===== src/sv/dpb_pkg.sv =====
package dpb_pkg;

  // register file
  typedef enum logic [2:0] {
    CFG_FOCAL_X      = 3'd0,
    CFG_FOCAL_Y      = 3'd1,
    CFG_CENTER_X     = 3'd2,
    CFG_CENTER_Y     = 3'd3,
    CFG_MIN_DEPTH    = 3'd4,
    CFG_MAX_DEPTH    = 3'd5,
    CFG_PIXEL_STRIDE = 3'd6
  } cfg_idx_e;

  localparam int unsigned CfgIdxW  = 3;
  localparam int unsigned CfgDataW = 16;

  localparam logic [15:0] FocalXRst   = 16'd8000;
  localparam logic [15:0] FocalYRst   = 16'd8000;
  localparam logic [15:0] CenterXRst  = 16'd5120;
  localparam logic [15:0] CenterYRst  = 16'd3840;
  localparam logic [15:0] MinDepthRst = 16'd100;
  localparam logic [15:0] MaxDepthRst = 16'd50000;
  localparam logic [3:0]  StrideRst   = 4'd3;

  // reciprocal of the stride, ceil(2^16 / d), exact floor division for 12-bit indices
  localparam int unsigned RecipShift = 16;
  localparam int unsigned RecipW     = 17;
  localparam logic [RecipW-1:0] StrideRecip [16] = '{
    17'd65536,
    17'((65536 + 1 - 1) / 1),
    17'((65536 + 2 - 1) / 2),
    17'((65536 + 3 - 1) / 3),
    17'((65536 + 4 - 1) / 4),
    17'((65536 + 5 - 1) / 5),
    17'((65536 + 6 - 1) / 6),
    17'((65536 + 7 - 1) / 7),
    17'((65536 + 8 - 1) / 8),
    17'((65536 + 9 - 1) / 9),
    17'((65536 + 10 - 1) / 10),
    17'((65536 + 11 - 1) / 11),
    17'((65536 + 12 - 1) / 12),
    17'((65536 + 13 - 1) / 13),
    17'((65536 + 14 - 1) / 14),
    17'((65536 + 15 - 1) / 15)
  };

  // divider geometry: quotient bits below the saturation point, one per stage
  localparam int unsigned ProdW     = 32;
  localparam int unsigned QuotW     = 23;
  localparam int unsigned DivStages = QuotW;
  localparam int unsigned RemW      = 16;
  localparam int unsigned CoordW    = 24;

  localparam logic signed [CoordW-1:0] CoordMax = 24'sh7FFFFF;
  localparam logic signed [CoordW-1:0] CoordMin = 24'sh800000;

  typedef struct packed {
    logic [11:0] pixel_row;
    logic [11:0] pixel_col;
    logic [15:0] depth_value;
    logic [7:0]  blue_in;
    logic [7:0]  green_in;
    logic [7:0]  red_in;
  } pixel_t;

  typedef struct packed {
    logic signed [23:0] point_x;
    logic signed [23:0] point_y;
    logic [15:0]        point_z;
    logic [7:0]         blue_out;
    logic [7:0]         green_out;
    logic [7:0]         red_out;
  } point_t;

  // fields that ride alongside the arithmetic unchanged
  typedef struct packed {
    logic [15:0] depth;
    logic [7:0]  blue;
    logic [7:0]  green;
    logic [7:0]  red;
  } side_t;

endpackage


===== src/sv/dpb_divider.sv =====
module dpb_divider (
  input  logic                                   clk_i,
  input  logic                                   en_i,
  input  logic [dpb_pkg::ProdW-1:0]              prod_i,
  input  logic                                   neg_i,
  input  logic [15:0]                            focal_i,
  output logic signed [dpb_pkg::CoordW-1:0]      coord_o
);

  logic [15:0] divisor;

  // stage 0 is the overflow check, stages 1..DivStages each retire one quotient bit
  logic [dpb_pkg::RemW-1:0]  rem_q  [dpb_pkg::DivStages+1];
  logic [dpb_pkg::QuotW-1:0] work_q [dpb_pkg::DivStages+1];
  logic                      sat_q  [dpb_pkg::DivStages+1];
  logic                      neg_q  [dpb_pkg::DivStages+1];

  logic [dpb_pkg::ProdW-dpb_pkg::QuotW-1:0] prod_hi;
  logic [dpb_pkg::QuotW:0]                  quot_ext;

  assign divisor = (focal_i == 16'd0) ? 16'd1 : focal_i;
  assign prod_hi = prod_i[dpb_pkg::ProdW-1:dpb_pkg::QuotW];

  // quotient reaches 2^23 exactly when the top bits alone reach the divisor
  always_ff @(posedge clk_i) begin
    if (en_i) begin
      rem_q[0]  <= dpb_pkg::RemW'(prod_hi);
      work_q[0] <= prod_i[dpb_pkg::QuotW-1:0];
      sat_q[0]  <= 16'(prod_hi) >= divisor;
      neg_q[0]  <= neg_i;
    end
  end

  for (genvar k = 1; k <= dpb_pkg::DivStages; k++) begin : g_step
    logic [dpb_pkg::RemW:0] trial;
    logic                   fits;

    assign trial = {rem_q[k-1], work_q[k-1][dpb_pkg::QuotW-1]};
    assign fits  = trial >= {1'b0, divisor};

    always_ff @(posedge clk_i) begin
      if (en_i) begin
        rem_q[k]  <= fits ? dpb_pkg::RemW'(trial - {1'b0, divisor})
                          : trial[dpb_pkg::RemW-1:0];
        work_q[k] <= {work_q[k-1][dpb_pkg::QuotW-2:0], fits};
        sat_q[k]  <= sat_q[k-1];
        neg_q[k]  <= neg_q[k-1];
      end
    end
  end

  assign quot_ext = {1'b0, work_q[dpb_pkg::DivStages]};

  always_comb begin
    if (sat_q[dpb_pkg::DivStages]) begin
      coord_o = neg_q[dpb_pkg::DivStages] ? dpb_pkg::CoordMin : dpb_pkg::CoordMax;
    end else if (neg_q[dpb_pkg::DivStages]) begin
      coord_o = -$signed(quot_ext);
    end else begin
      coord_o = $signed(quot_ext);
    end
  end

endmodule


===== config.mk =====
export PLATFORM = sky130hd
export DESIGN_NAME = dpb_divider
export DESIGN_NICKNAME = d
export VERILOG_FILES = /design/src/sv/dpb_pkg.sv /design/src/sv/dpb_divider.sv
export SDC_FILE = /design/constraint.sdc
export NUM_CORES = 2
export LEC_CHECK = 0
export BUFFER_PORTS_ARGS = -buffer_cell sky130_fd_sc_hd__buf_2
export CAP_MARGIN = 20
export CORE_MARGIN = 5
export CORE_UTILIZATION = 45
export DETAILED_ROUTE_END_ITERATION = 12
export GPL_ROUTABILITY_DRIVEN = 0
export PLACE_DENSITY_LB_ADDON = 0.3
export SLEW_MARGIN = 20
export SYNTH_ARGS = -nofsm -noshare
export SYNTH_HDL_FRONTEND = slang
export SYNTH_SLANG_ARGS = --single-unit

===== constraint.sdc =====
create_clock -name clk_i -period 6.3 [get_ports clk_i]
set_clock_uncertainty 0.1 [all_clocks]
set_input_delay 1.26 -clock clk_i [delete_from_list [all_inputs] [get_ports clk_i]]
set_output_delay 1.26 -clock clk_i [all_outputs]
set_load 0.01 [all_outputs]

Word level (Yosys, flattened, before mapping). Memory sizes are Yosys's and may differ from the RTL's. Cells that the tools add are included.

Register bits after elaboration: 0. Bits in latches: 0. Bits in writable memories: 984. Memory bits (read-only): 0. Output and inout bits: 24. Logic and storage cells: 82. Memories kept: 4.

Memories: work_q (words 24, width 23, read ports 24, clocked after memory_dff 0, write ports 24, RTL line dpb_divider.sv:14) `logic [dpb_pkg::QuotW-1:0] work_q [dpb_pkg::DivStages+1];`; rem_q (words 24, width 16, read ports 23, clocked after memory_dff 0, write ports 24, RTL line dpb_divider.sv:13) `logic [dpb_pkg::RemW-1:0] rem_q [dpb_pkg::DivStages+1];`; neg_q (words 24, width 1, read ports 24, clocked after memory_dff 0, write ports 24, RTL line dpb_divider.sv:16) `logic neg_q [dpb_pkg::DivStages+1];`; sat_q (words 24, width 1, read ports 24, clocked after memory_dff 0, write ports 24, RTL line dpb_divider.sv:15) `logic sat_q [dpb_pkg::DivStages+1];`.

Add/sub/neg operators: 24. Multiply operators: 0. Divide/modulo/power cells: 0. Order comparisons: 24. Equality and inequality tests: 0. Shift-type cells: 0. Multiplexer cells: 29. Bitwise gates (word level): 0. Reduce and logical (&&, ||, !) cells: 1.

Operators by type and width (number): 17-bit by 16-bit greater-or-equal comparator with 1-bit output (23); 16-bit 2-to-1 mux (24); 16-bit subtractor (23); 24-bit 2-to-1 mux (3); 23-bit negation with 24-bit output (1); 9-bit by 16-bit greater-or-equal comparator with 1-bit output (1); 16-bit logical NOT (1); 1-bit 2-to-1 mux (2).

Logic depth before layout (Yosys ltp).
Word-level depth: 4. Depth in mapped cells: 17.

Least setup slack after synthesis. Ideal clock, no wire load.

Path type: input to register. Start: input focal_i[11]. End: memory rem_q[0][67] (netlist bit), data pin. Setup time: 0.260 ns. Data arrival time: 5.471 ns. Slack: 0.469 ns. Stages: 15. Path buffers: 1. Path through: inv_1 nand2_1 or4_1 nor3_1 a31o_2 ha_1 nor2b_1 o31a_1 o31a_1 or4_1 a31o_2 a221oi_1 a31o_2 buf_2 mux2_2.

RTL lines: start, declared (RTL line dpb_divider.sv:6) `input logic [15:0] focal_i,`; end, declared (RTL line dpb_divider.sv:13).

==> impl_results.md <==
- EDFF count, synth: 961
- Most common cell after layout, fill and taps aside: edfxtp_1
- Cell variety after synth: 74
- Final setup vio count: 0
- Worst reg-to-reg path cell count: 9
- Overflow after GRT: 0
- Type of the worst min-delay path: flip-flop to flip-flop
- Leakage: 20.9 nW
- Critical Path Start Type: flip-flop
- Post-CTS Setup Inserts: 0
- Synth Cell Area: 48,900 um2
- Finished Layout Cells: 5,521
- Share of layout cells above drive strength 1: 11.6%
- Minimum clock period after layout: 5.37 ns
- Synth Register Bits: 961
- Vias in the first global route: 29,138
- Pin count of the biggest net entering global routing: 184
- Headroom to the max-slew limit: 30.0%
- Crit path max fanout: 6
- Buf+Inv Stages, Crit Path: 2
- # port buffers: 74
- Setup TNS: 0 ns
- GRT Total Usage: 17.1%
- Hold path depth: 0
- H-tree depth: 3
- Stages on worst setup path: 12
- Initial antenna violation count: 0
- CTS root buf: clkbuf_16
- Power Density: 479 nW/um2
- PostCTS Resize Cnt: 0
- Top-area cell type share of the netlist area: 59.0%
- Ys flop type: edfxtp_1
- Crit path cell chain: inv_1 -> ha_1 -> or3b_4 -> or4_4 -> or3_4 -> nor3_4 -> nand2_2 -> or3_4 -> nor3_2 -> mux2i_1 -> o22ai_1 -> buf_2
- Synth top area cells: edfxtp_1 (59%), ha_1 (9.5%), a21oi_1 (2.9%)
- Slowest-stage cell, CP: or4_4
- Syn_nets: 4,283
- Met1 Use GR: 22.8%
- Tightest Pin Transition: 1.05 ns
- Crit path top cell by count: or3_4
- DRT iter0 DRCs: 2,151
- Avg Cell Area, Syn: 12.7 um2
- CTS Buf Count: 102
- Required @ worst endpoint: 4.94 ns
- Drt pass-1 iters: 6
- CTS Buffer Depth: 3
- Routed wire length: 101 mm
- Total die area: 115,000 um2
- Cells after DPL: 5,333
- DR WL/cell: 18.3 um
- Die height: 340 um
- # hold bufs at CTS: 0
- Via density: 5.50
- YS warnings: 0
- Initial core utilization: 45.1%
- Final hold vios: 0
- Worst-path clk slew: 0.06 ns
- First-pass GRT wire length: 158 mm
- Worst VDD drop: 258 uV
- Most frequent cells in the layout: edfxtp_1 (961), ha_1 (372), nor2_1 (288)
- M3 GR Usage: 2.70%
- Crit path DAT: 4.01 ns
- Vias: 30,360
- Detailed placement HPWL: 68.1 mm
- PnR worst setup slack: 0.929 ns
- Final Max Slew Viols: 0
- Family with the most delay on the worst path: simple AND/OR/NAND/NOR gates
- Clk_lat worst skew: 0.69 ns
- CTS tree: done
- Area leader, netlist: edfxtp_1
- Register area share after synthesis: 59.0%
- Crit-path max cell delay: 0.51 ns
- IO Pins: 75
- Final Cycle Share: 85.3%
- Final ANT Viol Nets: 0
- Max Cap Viol: 0
- Max frequency: 0.186 GHz
- RSZ-0062 raised after global routing: false
- Setup CP Type: flip-flop to primary output
- Layout area overhead: 12.2%
- Sink Count: 961
- Mapped Cells: 3,838
- N_diodes: 0
- Die X: 340 um
- Drt drc: 0
- Core area: 108,000 um2
- Post-place setup slack: 0.373 ns
- Most used routing layer: met2
- Core Rows: 121
- Status: completed
- Critical Path Sink Type: primary output
- Post-layout util: 50.6%
- Asr flop ratio synth: 0%
- Total power: 26.3 mW
- Grt met2 use: 28.4%
- Final #Nets: 4,468
## synth_stat cells, types with 8 or more instances
| cell type | instances |
|---|---|
| a31oi_1 | 20 |
| nand4_1 | 40 |
| inv_1 | 130 |
| nor4_1 | 21 |
| a41o_1 | 8 |
| a21o_1 | 79 |
| o41ai_1 | 13 |
| mux2i_1 | 21 |
| o21bai_1 | 22 |
| a21boi_0 | 18 |
| and3_1 | 17 |
| ha_1 | 372 |
| nand2_1 | 245 |
| o21a_1 | 55 |
| o31a_1 | 22 |
| a21oi_1 | 288 |
| a31o_2 | 15 |
| a211oi_1 | 25 |
| o31ai_1 | 37 |
| fa_1 | 22 |
| xor2_1 | 99 |
| edfxtp_1 | 961 |
| nor2_1 | 288 |
| o211ai_1 | 8 |
| nor3b_1 | 10 |
| nor2b_1 | 69 |
| mux2_2 | 126 |
| nand2b_1 | 55 |
| o21ai_0 | 259 |
| and2_1 | 12 |
| xnor2_1 | 143 |
| nand3_1 | 40 |
| nor3_1 | 90 |
| a211o_1 | 11 |
| or2_2 | 19 |
| o22ai_1 | 24 |
| clkbuf_1 | 44 |
| or3_1 | 17 |
## area by class of cell
class                   count  area [um2]
clock buffers             115        2620
clock inverters            73         734
fillers                  9274       53600
inverters                 131         492
multi-input cells        2687       19300
flip-flops and latches    961       28900
well taps                1414        1770
repair buffers            140        1050
## state kept, by name (all words and copies together) (netlist names)
register and cells:
sat_q 24, rem_q 361, neg_q 24, work_q 552
## kinds of logic after synthesis
| kind of cell | after synthesis | share of synthesized area, % |
|---|---|---|
| AOI/OAI and AO/OA | 956 | 12.1 |
| muxes | 147 | 3.33 |
| DFF | 961 | 59.0 |
| adders and majority gates | 394 | 10.4 |
| and+or+nand+nor | 948 | 9.24 |
| xor gates and xnor gates | 242 | 4.33 |
| buffers and inverters | 190 | 1.55 |
## stage by stage
stage          cell area, um2  hold slack, ns
2_1_floorplan           48900           0.300
4_1_cts                 54800           0.300
5_1_grt                 54800           0.313
6_report                54800           0.293
3_5_place_dp            51500           0.305
3_3_place_gp            51500           0.300
## where the power goes
part	total (mW)	switching (mW)	leakage [nW]	internal, mW
Clock	5.97	2.51	1.63	3.46
Sequential	10.1	0.841	9.40	9.23
Combinational	10.2	5.54	9.85	4.70
## per-layer routing
metal  up-vias  part of all wire, %  wire [um]
met1     14440                   45      45000
li1      15031                    -          -
met4         0                  3.5       3560
met3       187                  4.6       4650
met5         -                    0          0
met2       702                   47      47600
## worst register-to-register path, delay by kind of cell (launching register included)
family | cells | cell delay (ns)
simple gates | 2 | 0.65
compound gates | 5 | 1.62
mux | 1 | 0.37
flops | 1 | 0.44
fa+ha+maj | 1 | 0.33
## worst paths after layout
kind / start / end / slack [ns]
hold reg to reg: work_q[1][36]$_DFFE_PP_ / work_q[1][60]$_DFFE_PP_ / 0.29
setup / recovery: work_q[5][69]$_DFFE_PP_ / coord_o[22] / 0.93
setup reg to reg: rem_q[0][48]$_DFFE_PP_ / rem_q[0][67]$_DFFE_PP_ / 2.56
hold / removal: work_q[1][36]$_DFFE_PP_ / work_q[1][60]$_DFFE_PP_ / 0.29
No activity file was read; power rests on OpenSTA's default activity.
